### config.mk
export PLATFORM = sky130hd
export DESIGN_NAME = peak_current_boost_regulator_core_flat
export DESIGN_NICKNAME = d
export VERILOG_FILES = /design/src/rtl/core/pcbr_pkg.sv /design/src/rtl/core/pcbr_if.sv /design/src/rtl/core/pcbr_seq.sv /design/src/rtl/core/peak_current_boost_regulator_core.sv /design/src/flat_wrapper.sv
export VERILOG_INCLUDE_DIRS = /design/src /design/src/rtl/core
export SDC_FILE = /design/constraint.sdc
export NUM_CORES = 2
export LEC_CHECK = 0
export BUFFER_PORTS_ARGS = -buffer_cell sky130_fd_sc_hd__buf_4
export CORE_MARGIN = 1.5
export CORE_UTILIZATION = 55
export DETAILED_ROUTE_END_ITERATION = 8
export GPL_TIMING_DRIVEN = 1
export HOLD_SLACK_MARGIN = 0.05
export PLACE_DENSITY_LB_ADDON = 0.05
export SYNTH_ARGS = -nofsm -noshare
export SYNTH_HDL_FRONTEND = slang
export SYNTH_SLANG_ARGS = --single-unit
### constraint.sdc
create_clock -name clk -period 18.3 [get_ports clk]
set_input_delay 4.575 -clock clk [delete_from_list [all_inputs] [get_ports clk]]
set_output_delay 4.575 -clock clk [all_outputs]
set_load 0.005 [all_outputs]
### src/rtl/core/peak_current_boost_regulator_core_assert.svh
// Assertion macros shared by the regulator core files.
// Depends on nothing; include by bare file name inside a module body.
`ifndef PEAK_CURRENT_BOOST_REGULATOR_CORE_ASSERT_SVH
`define PEAK_CURRENT_BOOST_REGULATOR_CORE_ASSERT_SVH

`ifndef SYNTHESIS

// Same-cycle implication, disabled during reset.
`define PCBR_ASSERT_SAME(lbl, clk, rst_n, ante, cons) \
    lbl: assert property (@(posedge clk) disable iff (!rst_n) (ante) |-> (cons)) \
        else $error("pcbr assertion failed");

// Next-cycle implication, disabled during reset.
`define PCBR_ASSERT_NEXT(lbl, clk, rst_n, ante, cons) \
    lbl: assert property (@(posedge clk) disable iff (!rst_n) (ante) |=> (cons)) \
        else $error("pcbr assertion failed");

`else

`define PCBR_ASSERT_SAME(lbl, clk, rst_n, ante, cons)
`define PCBR_ASSERT_NEXT(lbl, clk, rst_n, ante, cons)

`endif

`endif

### src/rtl/core/pcbr_pkg.sv
// Package for the peak-current boost regulator core: widths, codes, types.
// No dependencies; used by pcbr_if, pcbr_seq and the top core file.
`timescale 1ns / 1ps

package pcbr_pkg;

    localparam int ADC_BITS   = 12;
    localparam int TARGET_W   = 12;
    localparam int GAIN_W     = 16;
    localparam int CMD_W      = 20;
    localparam int CNT_W      = 16;
    localparam int ERR_W      = 13;
    localparam int DERR_W     = 14;
    localparam int DAC_W      = 10;
    localparam int OP_W       = 2;
    localparam int CFG_IDX_W  = 3;
    localparam int CFG_DATA_W = 20;
    localparam int PI_W       = GAIN_W + 1 + ERR_W;
    localparam int PP_W       = GAIN_W + 1 + DERR_W;
    localparam int SUM_W      = 32;

    // Register indexes on the configuration port
    localparam logic [CFG_IDX_W-1:0] REG_VOLTAGE_TARGET = 3'd0;
    localparam logic [CFG_IDX_W-1:0] REG_PROP_GAIN      = 3'd1;
    localparam logic [CFG_IDX_W-1:0] REG_INT_GAIN       = 3'd2;
    localparam logic [CFG_IDX_W-1:0] REG_CURRENT_LIMIT  = 3'd3;
    localparam logic [CFG_IDX_W-1:0] REG_OFF_TIME_TICKS = 3'd4;

    // Reset values
    localparam logic [TARGET_W-1:0] TARGET_RESET   = 12'd2146;
    localparam logic [GAIN_W-1:0]   PROP_RESET     = 16'd780;
    localparam logic [GAIN_W-1:0]   INT_RESET      = 16'd178;
    localparam logic [CMD_W-1:0]    LIMIT_RESET    = 20'd952320;
    localparam logic [CNT_W-1:0]    OFF_TIME_RESET = 16'd350;
    localparam logic [CMD_W-1:0]    CMD_RESET      = 20'd10240;
    localparam logic [ADC_BITS-1:0] OV_THRESHOLD   = 12'd3500;

    typedef enum logic [OP_W-1:0] {
        OP_TICK   = 2'd0,
        OP_TRIP   = 2'd1,
        OP_SAMPLE = 2'd2
    } op_t;

    typedef enum logic [1:0] {
        PH_ON   = 2'd0,
        PH_OFF  = 2'd1,
        PH_WAIT = 2'd2
    } phase_t;

    // Per-event decode handed from the sequencer to the PI pipeline
    typedef struct packed {
        logic                     gate_on;
        logic                     start_conversion;
        logic                     loop_updated;
        logic                     over_voltage;
        logic signed [ERR_W-1:0]  err;
        logic signed [DERR_W-1:0] derr;
    } pcbr_ev_t;

endpackage

### src/rtl/core/pcbr_if.sv
// Valid/ready channel interfaces of the regulator core: event, result, config.
// Depends on pcbr_pkg for field widths.
`timescale 1ns / 1ps

interface pcbr_evt_if;
    logic                           valid;
    logic                           ready;
    logic [pcbr_pkg::OP_W-1:0]      opcode;
    logic [pcbr_pkg::ADC_BITS-1:0]  adc_value;

    modport source (output valid, output opcode, output adc_value, input ready);
    modport sink   (input valid, input opcode, input adc_value, output ready);
endinterface

interface pcbr_res_if;
    logic                          valid;
    logic                          ready;
    logic                          gate_on;
    logic [pcbr_pkg::DAC_W-1:0]    dac_code;
    logic [pcbr_pkg::CMD_W-1:0]    current_command;
    logic                          start_conversion;
    logic                          over_voltage;
    logic                          loop_updated;

    modport source (output valid, output gate_on, output dac_code,
                    output current_command, output start_conversion,
                    output over_voltage, output loop_updated, input ready);
    modport sink   (input valid, input gate_on, input dac_code,
                    input current_command, input start_conversion,
                    input over_voltage, input loop_updated, output ready);
endinterface

interface pcbr_cfg_if;
    logic                               valid;
    logic                               ready;
    logic [pcbr_pkg::CFG_IDX_W-1:0]     index;
    logic [pcbr_pkg::CFG_DATA_W-1:0]    data;

    modport source (output valid, output index, output data, input ready);
    modport sink   (input valid, input index, input data, output ready);
endinterface

### src/rtl/core/pcbr_seq.sv
// Switching-cycle sequencer: phase, off-time counter, last sample, previous error.
// Depends on pcbr_pkg.
`timescale 1ns / 1ps

module pcbr_seq (
    input  logic                              clk,
    input  logic                              rst_n,
    input  logic                              accept,
    input  logic [pcbr_pkg::OP_W-1:0]         opcode,
    input  logic [pcbr_pkg::ADC_BITS-1:0]     adc_value,
    input  logic [pcbr_pkg::TARGET_W-1:0]     voltage_target,
    input  logic [pcbr_pkg::CNT_W-1:0]        off_time_ticks,
    output pcbr_pkg::pcbr_ev_t                ev
);
    import pcbr_pkg::*;

    phase_t                   phase_reg;
    phase_t                   phase_next;
    logic [CNT_W-1:0]         counter_reg;
    logic [CNT_W-1:0]         counter_next;
    logic [ADC_BITS-1:0]      sample_reg;
    logic [ADC_BITS-1:0]      sample_next;
    logic signed [ERR_W-1:0]  error_prev_reg;
    logic signed [ERR_W-1:0]  error_prev_next;

    logic [CNT_W-1:0]         cmp;
    logic [CNT_W-1:0]         cnt_inc;
    logic                     do_trip;
    logic                     do_tick;
    logic                     do_sample;
    logic                     tick_done;
    logic signed [ERR_W-1:0]  err;

    assign cmp       = (off_time_ticks == '0) ? CNT_W'(1) : off_time_ticks;
    assign cnt_inc   = (counter_reg == '1) ? counter_reg : counter_reg + CNT_W'(1);
    assign tick_done = (cnt_inc >= cmp);
    assign do_trip   = (phase_reg == PH_ON)   && (opcode == OP_TRIP);
    assign do_tick   = (phase_reg == PH_OFF)  && (opcode == OP_TICK);
    assign do_sample = (phase_reg == PH_WAIT) && (opcode == OP_SAMPLE);
    assign err       = $signed({1'b0, voltage_target}) - $signed({1'b0, adc_value});

    // Next phase
    always_comb
    begin
        phase_next = phase_reg;
        case (phase_reg)
            PH_ON:
            begin
                if (opcode == OP_TRIP)
                    phase_next = PH_OFF;
            end
            PH_OFF:
            begin
                if ((opcode == OP_TICK) && tick_done)
                    phase_next = PH_WAIT;
            end
            PH_WAIT:
            begin
                if (opcode == OP_SAMPLE)
                    phase_next = PH_ON;
            end
            default:
            begin
                phase_next = PH_ON;
            end
        endcase
    end

    // Datapath next values and event decode
    always_comb
    begin
        counter_next    = counter_reg;
        sample_next     = sample_reg;
        error_prev_next = error_prev_reg;
        if (do_trip)
            counter_next = '0;
        if (do_tick)
            counter_next = cnt_inc;
        if (do_sample)
        begin
            sample_next     = adc_value;
            error_prev_next = err;
        end

        ev.gate_on          = (phase_next == PH_ON);
        ev.start_conversion = do_tick && tick_done;
        ev.loop_updated     = do_sample;
        ev.over_voltage     = (sample_next >= OV_THRESHOLD);
        ev.err              = err;
        ev.derr             = DERR_W'(err) - DERR_W'(error_prev_reg);
    end

    always_ff @(posedge clk or negedge rst_n)
    begin
        if (!rst_n)
        begin
            phase_reg      <= PH_ON;
            counter_reg    <= '0;
            sample_reg     <= '0;
            error_prev_reg <= $signed({1'b0, TARGET_RESET});
        end
        else if (accept)
        begin
            phase_reg      <= phase_next;
            counter_reg    <= counter_next;
            sample_reg     <= sample_next;
            error_prev_reg <= error_prev_next;
        end
    end

    `include "peak_current_boost_regulator_core_assert.svh"

    `PCBR_ASSERT_NEXT(a_wait_after_start, clk, rst_n, accept && ev.start_conversion, phase_reg == PH_WAIT)
    `PCBR_ASSERT_NEXT(a_hold_when_idle, clk, rst_n, !accept, $stable(phase_reg) && $stable(counter_reg))
    `PCBR_ASSERT_SAME(a_off_count_bound, clk, rst_n, phase_reg == PH_ON, ev.start_conversion == 1'b0)

endmodule

### src/rtl/core/peak_current_boost_regulator_core.sv
// An accepted event beat passes the stage 1, stage 2 and result registers. Throughput: one
// event per cycle while results are taken; the sequencer decides phase in the accept cycle,
// one stage forms both PI products, the next sums, clamps and loads the result register.
// Stages advance independently, so bubbles close up; input stays ready while a result waits
// until all stages fill. Reset (rst_n, async low) loads register defaults, switch on,
// command 10240. Depends on pcbr_pkg, pcbr_if.sv, pcbr_seq and the assertion header.
`timescale 1ns / 1ps

module peak_current_boost_regulator_core #(
    parameter int DAC_SHIFT = 10
) (
    input  logic          clk,
    input  logic          rst_n,
    pcbr_cfg_if.sink      cfg,
    pcbr_evt_if.sink      evt,
    pcbr_res_if.source    res
);
    import pcbr_pkg::*;

    // ------------------------------------------------------------------
    // Configuration registers; the port never stalls.
    // ------------------------------------------------------------------
    logic [TARGET_W-1:0] voltage_target_reg;
    logic [GAIN_W-1:0]   prop_gain_reg;
    logic [GAIN_W-1:0]   int_gain_reg;
    logic [CMD_W-1:0]    current_limit_reg;
    logic [CNT_W-1:0]    off_time_ticks_reg;
    logic                cfg_write;

    assign cfg.ready = 1'b1;
    assign cfg_write = cfg.valid && cfg.ready;

    always_ff @(posedge clk or negedge rst_n)
    begin
        if (!rst_n)
        begin
            voltage_target_reg <= TARGET_RESET;
            prop_gain_reg      <= PROP_RESET;
            int_gain_reg       <= INT_RESET;
            current_limit_reg  <= LIMIT_RESET;
            off_time_ticks_reg <= OFF_TIME_RESET;
        end
        else if (cfg_write)
        begin
            case (cfg.index)
                REG_VOLTAGE_TARGET: voltage_target_reg <= cfg.data[TARGET_W-1:0];
                REG_PROP_GAIN:      prop_gain_reg      <= cfg.data[GAIN_W-1:0];
                REG_INT_GAIN:       int_gain_reg       <= cfg.data[GAIN_W-1:0];
                REG_CURRENT_LIMIT:  current_limit_reg  <= cfg.data[CMD_W-1:0];
                REG_OFF_TIME_TICKS: off_time_ticks_reg <= cfg.data[CNT_W-1:0];
                default:            ;
            endcase
        end
    end

    // ------------------------------------------------------------------
    // Stage enables: each stage moves when its successor is empty or moving.
    // ------------------------------------------------------------------
    logic s1_valid_reg;
    logic s2_valid_reg;
    logic res_valid_reg;
    logic en1;
    logic en2;
    logic en3;
    logic evt_accept;

    assign en3        = !res_valid_reg || res.ready;
    assign en2        = !s2_valid_reg || en3;
    assign en1        = !s1_valid_reg || en2;
    assign evt.ready  = en1;
    assign evt_accept = evt.valid && evt.ready;

    // ------------------------------------------------------------------
    // Sequencer: phase and error bookkeeping happen in the accept cycle.
    // ------------------------------------------------------------------
    pcbr_ev_t ev;

    pcbr_seq u_seq (
        .clk            (clk),
        .rst_n          (rst_n),
        .accept         (evt_accept),
        .opcode         (evt.opcode),
        .adc_value      (evt.adc_value),
        .voltage_target (voltage_target_reg),
        .off_time_ticks (off_time_ticks_reg),
        .ev             (ev)
    );

    // ------------------------------------------------------------------
    // Stage 1: hold the decoded event.
    // ------------------------------------------------------------------
    pcbr_ev_t s1_ev_reg;

    always_ff @(posedge clk or negedge rst_n)
    begin
        if (!rst_n)
            s1_valid_reg <= 1'b0;
        else if (en1)
            s1_valid_reg <= evt_accept;
    end

    always_ff @(posedge clk)
    begin
        if (evt_accept)
            s1_ev_reg <= ev;
    end

    // ------------------------------------------------------------------
    // Stage 2: integral and proportional products, in parallel.
    // ------------------------------------------------------------------
    logic signed [PI_W-1:0] prod_i_next;
    logic signed [PP_W-1:0] prod_p_next;
    logic signed [PI_W-1:0] s2_prod_i_reg;
    logic signed [PP_W-1:0] s2_prod_p_reg;
    logic                   s2_gate_reg;
    logic                   s2_start_reg;
    logic                   s2_upd_reg;
    logic                   s2_ov_reg;

    assign prod_i_next = $signed({1'b0, int_gain_reg})  * s1_ev_reg.err;
    assign prod_p_next = $signed({1'b0, prop_gain_reg}) * s1_ev_reg.derr;

    always_ff @(posedge clk or negedge rst_n)
    begin
        if (!rst_n)
            s2_valid_reg <= 1'b0;
        else if (en2)
            s2_valid_reg <= s1_valid_reg;
    end

    always_ff @(posedge clk)
    begin
        if (en2 && s1_valid_reg)
        begin
            s2_prod_i_reg <= prod_i_next;
            s2_prod_p_reg <= prod_p_next;
            s2_gate_reg   <= s1_ev_reg.gate_on;
            s2_start_reg  <= s1_ev_reg.start_conversion;
            s2_upd_reg    <= s1_ev_reg.loop_updated;
            s2_ov_reg     <= s1_ev_reg.over_voltage;
        end
    end

    // ------------------------------------------------------------------
    // Stage 3: sum onto the held command, clamp to [0, limit], form the DAC
    // code. The held command loads as an update beat leaves stage 2, so every
    // later beat reports the new value. The next update is at least three
    // events away (trip, tick, sample), long after this one has landed.
    // ------------------------------------------------------------------
    logic [CMD_W-1:0]        command_prev_reg;
    logic signed [SUM_W-1:0] sum;
    logic signed [SUM_W-1:0] limit_ext;
    logic [CMD_W-1:0]        clamped;
    logic [CMD_W-1:0]        cmd_out;
    logic [CMD_W-1:0]        cmd_shifted;
    logic [DAC_W-1:0]        dac_next;
    logic                    cmd_load;

    assign sum = $signed({{(SUM_W-CMD_W){1'b0}}, command_prev_reg})
               + SUM_W'(s2_prod_i_reg)
               + SUM_W'(s2_prod_p_reg);
    assign limit_ext = $signed({{(SUM_W-CMD_W){1'b0}}, current_limit_reg});

    always_comb
    begin
        if (sum >= limit_ext)
            clamped = current_limit_reg;
        else if (sum <= $signed(SUM_W'(0)))
            clamped = '0;
        else
            clamped = sum[CMD_W-1:0];
    end

    assign cmd_load    = en3 && s2_valid_reg && s2_upd_reg;
    assign cmd_out     = s2_upd_reg ? clamped : command_prev_reg;
    assign cmd_shifted = cmd_out >> DAC_SHIFT;
    // Saturate when the shift leaves more bits than the DAC takes
    assign dac_next    = (|cmd_shifted[CMD_W-1:DAC_W]) ? '1 : cmd_shifted[DAC_W-1:0];

    always_ff @(posedge clk or negedge rst_n)
    begin
        if (!rst_n)
            command_prev_reg <= CMD_RESET;
        else if (cmd_load)
            command_prev_reg <= clamped;
    end

    // ------------------------------------------------------------------
    // Result register: drop the beat once taken, load the next when it moves.
    // ------------------------------------------------------------------
    logic             res_gate_reg;
    logic [DAC_W-1:0] res_dac_reg;
    logic [CMD_W-1:0] res_cmd_reg;
    logic             res_start_reg;
    logic             res_ov_reg;
    logic             res_upd_reg;

    always_ff @(posedge clk or negedge rst_n)
    begin
        if (!rst_n)
            res_valid_reg <= 1'b0;
        else if (en3)
            res_valid_reg <= s2_valid_reg;
    end

    always_ff @(posedge clk)
    begin
        if (en3 && s2_valid_reg)
        begin
            res_gate_reg  <= s2_gate_reg;
            res_dac_reg   <= dac_next;
            res_cmd_reg   <= cmd_out;
            res_start_reg <= s2_start_reg;
            res_ov_reg    <= s2_ov_reg;
            res_upd_reg   <= s2_upd_reg;
        end
    end

    assign res.valid            = res_valid_reg;
    assign res.gate_on          = res_gate_reg;
    assign res.dac_code         = res_dac_reg;
    assign res.current_command  = res_cmd_reg;
    assign res.start_conversion = res_start_reg;
    assign res.over_voltage     = res_ov_reg;
    assign res.loop_updated     = res_upd_reg;

    // ------------------------------------------------------------------
    // Checks
    // ------------------------------------------------------------------
    `include "peak_current_boost_regulator_core_assert.svh"

    `PCBR_ASSERT_NEXT(a_cmd_only_on_update, clk, rst_n, !cmd_load, $stable(command_prev_reg))
    `PCBR_ASSERT_NEXT(a_cmd_within_limit, clk, rst_n, cmd_load, command_prev_reg <= $past(current_limit_reg))
    `PCBR_ASSERT_SAME(a_update_turns_on, clk, rst_n, res_valid_reg && res_upd_reg, res_gate_reg && !res_start_reg)
    `PCBR_ASSERT_NEXT(a_result_reports_cmd, clk, rst_n, cmd_load, res_cmd_reg == command_prev_reg)

endmodule
### src/flat_wrapper.sv
// flat-port wrapper written by rule: the top's interface ports become plain ports
module peak_current_boost_regulator_core_flat import pcbr_pkg::*;
#(
    parameter int DAC_SHIFT = 10
)
  (clk, rst_n, cfg_valid, cfg_index, cfg_data, cfg_ready, evt_valid, evt_opcode, evt_adc_value, evt_ready, res_valid, res_gate_on, res_dac_code, res_current_command, res_start_conversion, res_over_voltage, res_loop_updated, res_ready);
  pcbr_cfg_if cfg_i ();
  pcbr_evt_if evt_i ();
  pcbr_res_if res_i ();
  input  logic clk;
  input  logic rst_n;
  input wire logic [$bits(cfg_i.valid)-1:0] cfg_valid;
  input wire logic [$bits(cfg_i.index)-1:0] cfg_index;
  input wire logic [$bits(cfg_i.data)-1:0] cfg_data;
  output wire logic [$bits(cfg_i.ready)-1:0] cfg_ready;
  input wire logic [$bits(evt_i.valid)-1:0] evt_valid;
  input wire logic [$bits(evt_i.opcode)-1:0] evt_opcode;
  input wire logic [$bits(evt_i.adc_value)-1:0] evt_adc_value;
  output wire logic [$bits(evt_i.ready)-1:0] evt_ready;
  output wire logic [$bits(res_i.valid)-1:0] res_valid;
  output wire logic [$bits(res_i.gate_on)-1:0] res_gate_on;
  output wire logic [$bits(res_i.dac_code)-1:0] res_dac_code;
  output wire logic [$bits(res_i.current_command)-1:0] res_current_command;
  output wire logic [$bits(res_i.start_conversion)-1:0] res_start_conversion;
  output wire logic [$bits(res_i.over_voltage)-1:0] res_over_voltage;
  output wire logic [$bits(res_i.loop_updated)-1:0] res_loop_updated;
  input wire logic [$bits(res_i.ready)-1:0] res_ready;
  assign cfg_i.valid = cfg_valid;
  assign cfg_i.index = cfg_index;
  assign cfg_i.data = cfg_data;
  assign cfg_ready = cfg_i.ready;
  assign evt_i.valid = evt_valid;
  assign evt_i.opcode = evt_opcode;
  assign evt_i.adc_value = evt_adc_value;
  assign evt_ready = evt_i.ready;
  assign res_valid = res_i.valid;
  assign res_gate_on = res_i.gate_on;
  assign res_dac_code = res_i.dac_code;
  assign res_current_command = res_i.current_command;
  assign res_start_conversion = res_i.start_conversion;
  assign res_over_voltage = res_i.over_voltage;
  assign res_loop_updated = res_i.loop_updated;
  assign res_i.ready = res_ready;
  peak_current_boost_regulator_core #(.DAC_SHIFT(DAC_SHIFT)) u_core (.clk(clk), .rst_n(rst_n), .cfg(cfg_i), .evt(evt_i), .res(res_i));
endmodule
Word level (Yosys, flattened, before mapping)
Index checks and enable logic that the tools add are counted.
Cells by class
  reductions and logical operators: 28
  $mul: 2
  div/mod/pow operators: 0
  add/sub/neg operators: 5
  muxes and demuxes: 12
  shift operators: 0
  magnitude comparators: 4
  eq/ne operators: 9
  bitwise logic cells: 0
Operator list (number)
  $mux W16: 4
  $mux W20: 3
  $add A31 B31 Y32: 1
  $ge A32 B21 Y1: 1
  $le A32 B1 Y1 const B: 1
  $add A21 B30 Y31: 1
  $mul A17 B14 Y31: 1
  $mul A17 B13 Y30: 1
  $add A16 B1 Y16 const B: 1
  $eq A16 B16 Y1 const B: 1
  $ge A16 B16 Y1: 1
  $logic_not A16 Y1: 1
  $reduce_and A2 Y1: 7
  $sub A13 B13 Y14: 1
  $sub A12 B12 Y13: 1
  $ge A12 B12 Y1 const B: 1
  $mux W12: 1
  $logic_and A1 B1 Y1: 9
  $eq A3 B2 Y1 const B: 2
  $logic_not A2 Y1: 3
  $mux W2: 3
  $pmux W2 S3: 1
  $eq A2 B1 Y1 const B: 2
  $eq A2 B2 Y1 const B: 2
  other kinds (6): 10
Word-level totals
  bits in writable memories: 0
  latch bits: 0
  output and inout bits: 37
  ROM bits: 0
  input port bits: 42
  register bits after elaboration: 276
  memories kept: 0
  logic and storage cells: 91

Depth between registers and ports, before layout
  word-level depth: 7
  gate-level depth with buffers: 26
  gate-level depth less buffers: 25

Hierarchy
From an unflattened synthesis, not the netlist that was laid out.
Unflattened totals
  cell total of the unflattened synthesis: 2916
  area, all modules: 29081.6 µm²
By module, submodules not included
  peak_current_boost_regulator_core: area each 25354.3 µm², instances 1, cells an instance 2466
  pcbr_seq: area each 3727.3 µm², instances 1, cells an instance 450

Worst setup path before layout
OpenSTA, ideal clock, no wires.
  path kind: input to output
  start: in res_ready
  end: out evt_ready
  arrival: 4826 ps
  path slack: 8899 ps
  stages on the path: 2
  required time: 13725 ps
  path through: nor2b_1 > nand3_1
On the way
  word-level cells in the longest chain between the ends: 3
Ends and longest elaborated chain
  start, declared: line flat_wrapper.sv:27  | input wire logic [$bits(res_i.ready)-1:0] res_ready;
  $logic_or A1 B1 Y1: line peak_current_boost_regulator_core.sv:67  | assign en3 = !res_valid_reg || res.ready;
  $logic_or A1 B1 Y1: line peak_current_boost_regulator_core.sv:68  | assign en2 = !s2_valid_reg || en3;
  $logic_or A1 B1 Y1: line peak_current_boost_regulator_core.sv:69  | assign en1 = !s1_valid_reg || en2;
  end, declared: line flat_wrapper.sv:19  | output wire logic [$bits(evt_i.ready)-1:0] evt_ready;
Every way passes these cells.

Worst setup path in the final report
Same ends and word-level chain as after synthesis.

==> out/results.tsv <==
metric	value	unit
period_share	53.05	%
cts.sinks	264	
ios	79	
die_area	53460	um2
tightest_slew	1.170	ns
setup_slack	8.592	ns
fin_util	59.93	%
cp-start-kind	input pin	
cp.required	13.73	ns
fmax	103.0	MHz
multi_input_area	19190	um2
place.detailed.hpwl	55170	um
synthCells	2866	
fillers	4419	
start_util	55.72	%
hp-class	reg -> reg	
vias_per_cell	5.634	
seq_area_frac_synth	25.29	%
grt_max_degree	86	
async_flop_share	54.55	%
worstPathArrival	5.13	ns
cts_hold_buf	0	
grt_pass1_vias	20880	
postCtsSetupRepairBufs	0	
fin_skew	0.02885	ns
cap_violations	0	
dp.cells	3523	
coreArea	51410	um2
rrSetupSlack	10.98	ns
drt_first_pass_iters	7	
place_congestion	0.8929	
vias	20170	
die_h	231.2	um
grt-ovfl-total	0	
grt_pass1_wl	113900	um
drt_iter0_markers	1365	
layoutNonFillerInstCount	3580	
cts_tree	yes	
cts-resized-gates	0	
syn_area_per_cell	9.994	um2
critical_path.endpoint_type	output port	
crit_type	in -> out	
port_buffers	77	
yosys_most_used_dff	edfxtp_1	
grt_util_all_layers	27.66	%
postRouteAntennaNets	0	
syn_to_final_growth	7.548	%
place_ws	8.600	ns
hold_viol_final	0	
regArea	7243	um2
ys_ff_latch	264	
worst_slew_margin_rel	21.83	%
clock_path_buffers	3	
avgRoutedWirePerCell	19.78	um
synth-edff-count	120	
clock_latency	0.58	ns
clkTransAtPathRegs	0.06	ns
drv_slew	0	
dieWidth	231.2	um
drt-total-wl	70800	um
synth_nets	3569	
status	finished, final reports clean	
cp_max_fo	3	
htreeDepth	1	
num_antenna_cells	0	
cts_inserted_buffers	31	
ys_warn_count	0	
antenna_found_initial	2	
synth_cell_types	72	
fin_nets	3579	
tns	0	ns
setup_viol	0	
finalCriticalPeriod	9.708	ns
drc	0	
synth.cell_area	28640	um2
cts_root_buf	clkbuf_16	
drive_gt1_share	9.310	%
rsz0062_at_grt	no	
std_cell_rows	83	
stage by stage:
| step | hold WS [ns] | area (um2) |
|---|---|---|
| detailed placement | 0.4088 | 29710 |
| global placement | 0.4031 | 29710 |
| finish | 0.4131 | 30810 |
| CTS | 0.4150 | 30810 |
| floorplan | 0.4003 | 28640 |
| global route | 0.4269 | 30810 |
worst max-delay path, stage by stage:
cell and delay, ns:
buf_4 0.11, nor2b_1 0.14, nand3_1 0.14, buf_4 0.18
cells in the mapped netlist, drive strengths merged, types with 12 or more instances:
library cell	n	area share (%)
mux2	74	2.9
a31oi	13	0.28
fa	343	24
and2	207	4.5
o211ai	16	0.45
nor3	18	0.31
clkbuf	94	1.2
a21o	37	0.97
o21ai	105	2.0
nor4	12	0.26
nor2b	55	1.2
dfstp	29	2.7
ha	318	14
xor2	35	1.1
a21oi	92	1.6
buf	20	0.47
a41oi	14	0.43
nand2	319	4.2
nand3	27	0.47
edfxtp	120	13
o31ai	16	0.44
xnor2	67	2.1
nor2	63	0.83
inv	463	6.1
nand2b	31	0.68
o21a	17	0.45
dfrtp	115	10
nand4	37	0.81
routing by layer:
| metal | global-route usage (%) | vias up | wire [um] | share of wire (%) |
|---|---|---|---|---|
| met4 | 9.150 | 4 | 2527 | 3.6 |
| li1 | - | 9366 | - | - |
| met3 | 4.269 | 136 | 4497 | 6.4 |
| met1 | 38.45 | 10060 | 31740 | 45 |
| met2 | 44.42 | 599 | 32010 | 45 |
| met5 | 0 | - | 27 | 0.038 |
layout by cell type, fill, tap and decap left out, drive strengths merged, types with 63 or more instances in the layout:
cell type,netlist,final
o21ai,105,105
nand2,319,319
and2,207,207
dfrtp,115,115
edfxtp,120,120
buf,20,91
nor2,63,63
xnor2,67,67
inv,463,465
ha,318,318
a21oi,92,92
fa,343,343
mux2,74,74
cell families (layout without fill, tap and decap cells):
kind of cell	Yosys count	after routing	synth area share [%]
compound gates	379	379	8.693
xor+xnor	102	102	3.145
fa+ha+maj	661	661	37.86
buf+inv	578	612	7.784
flops	264	264	25.29
mux	81	81	3.154
other cells	1	1	0.01309
simple gates	800	800	14.06
worst paths after layout:
kind	startpoint	endpoint	cells past startpoint
max reg2reg	u_core.command_prev_reg[1]	u_core.res.current_command[1]	25
max	res_ready	evt_ready	4
min	u_core.s1_ev_reg[27]	u_core.s2_ov_reg	0
max in group asynchronous	rst_n	u_core.command_prev_reg[17]	2
min in group asynchronous	rst_n	u_core.prop_gain_reg[1]	1
min reg2reg	u_core.s1_ev_reg[27]	u_core.s2_ov_reg	0
cell type report:
type,count,area share (%)
multi-input cells,2024,62.30
clock inverters,14,0.6539
clock buffers,43,2.892
flip-flops and latches,264,23.51
well taps,680,2.762
inverters,464,5.654
repair buffers,91,2.230
Power is not shown: default switching activity piles up to over one toggle a cycle in this logic, so the estimate is an artifact.
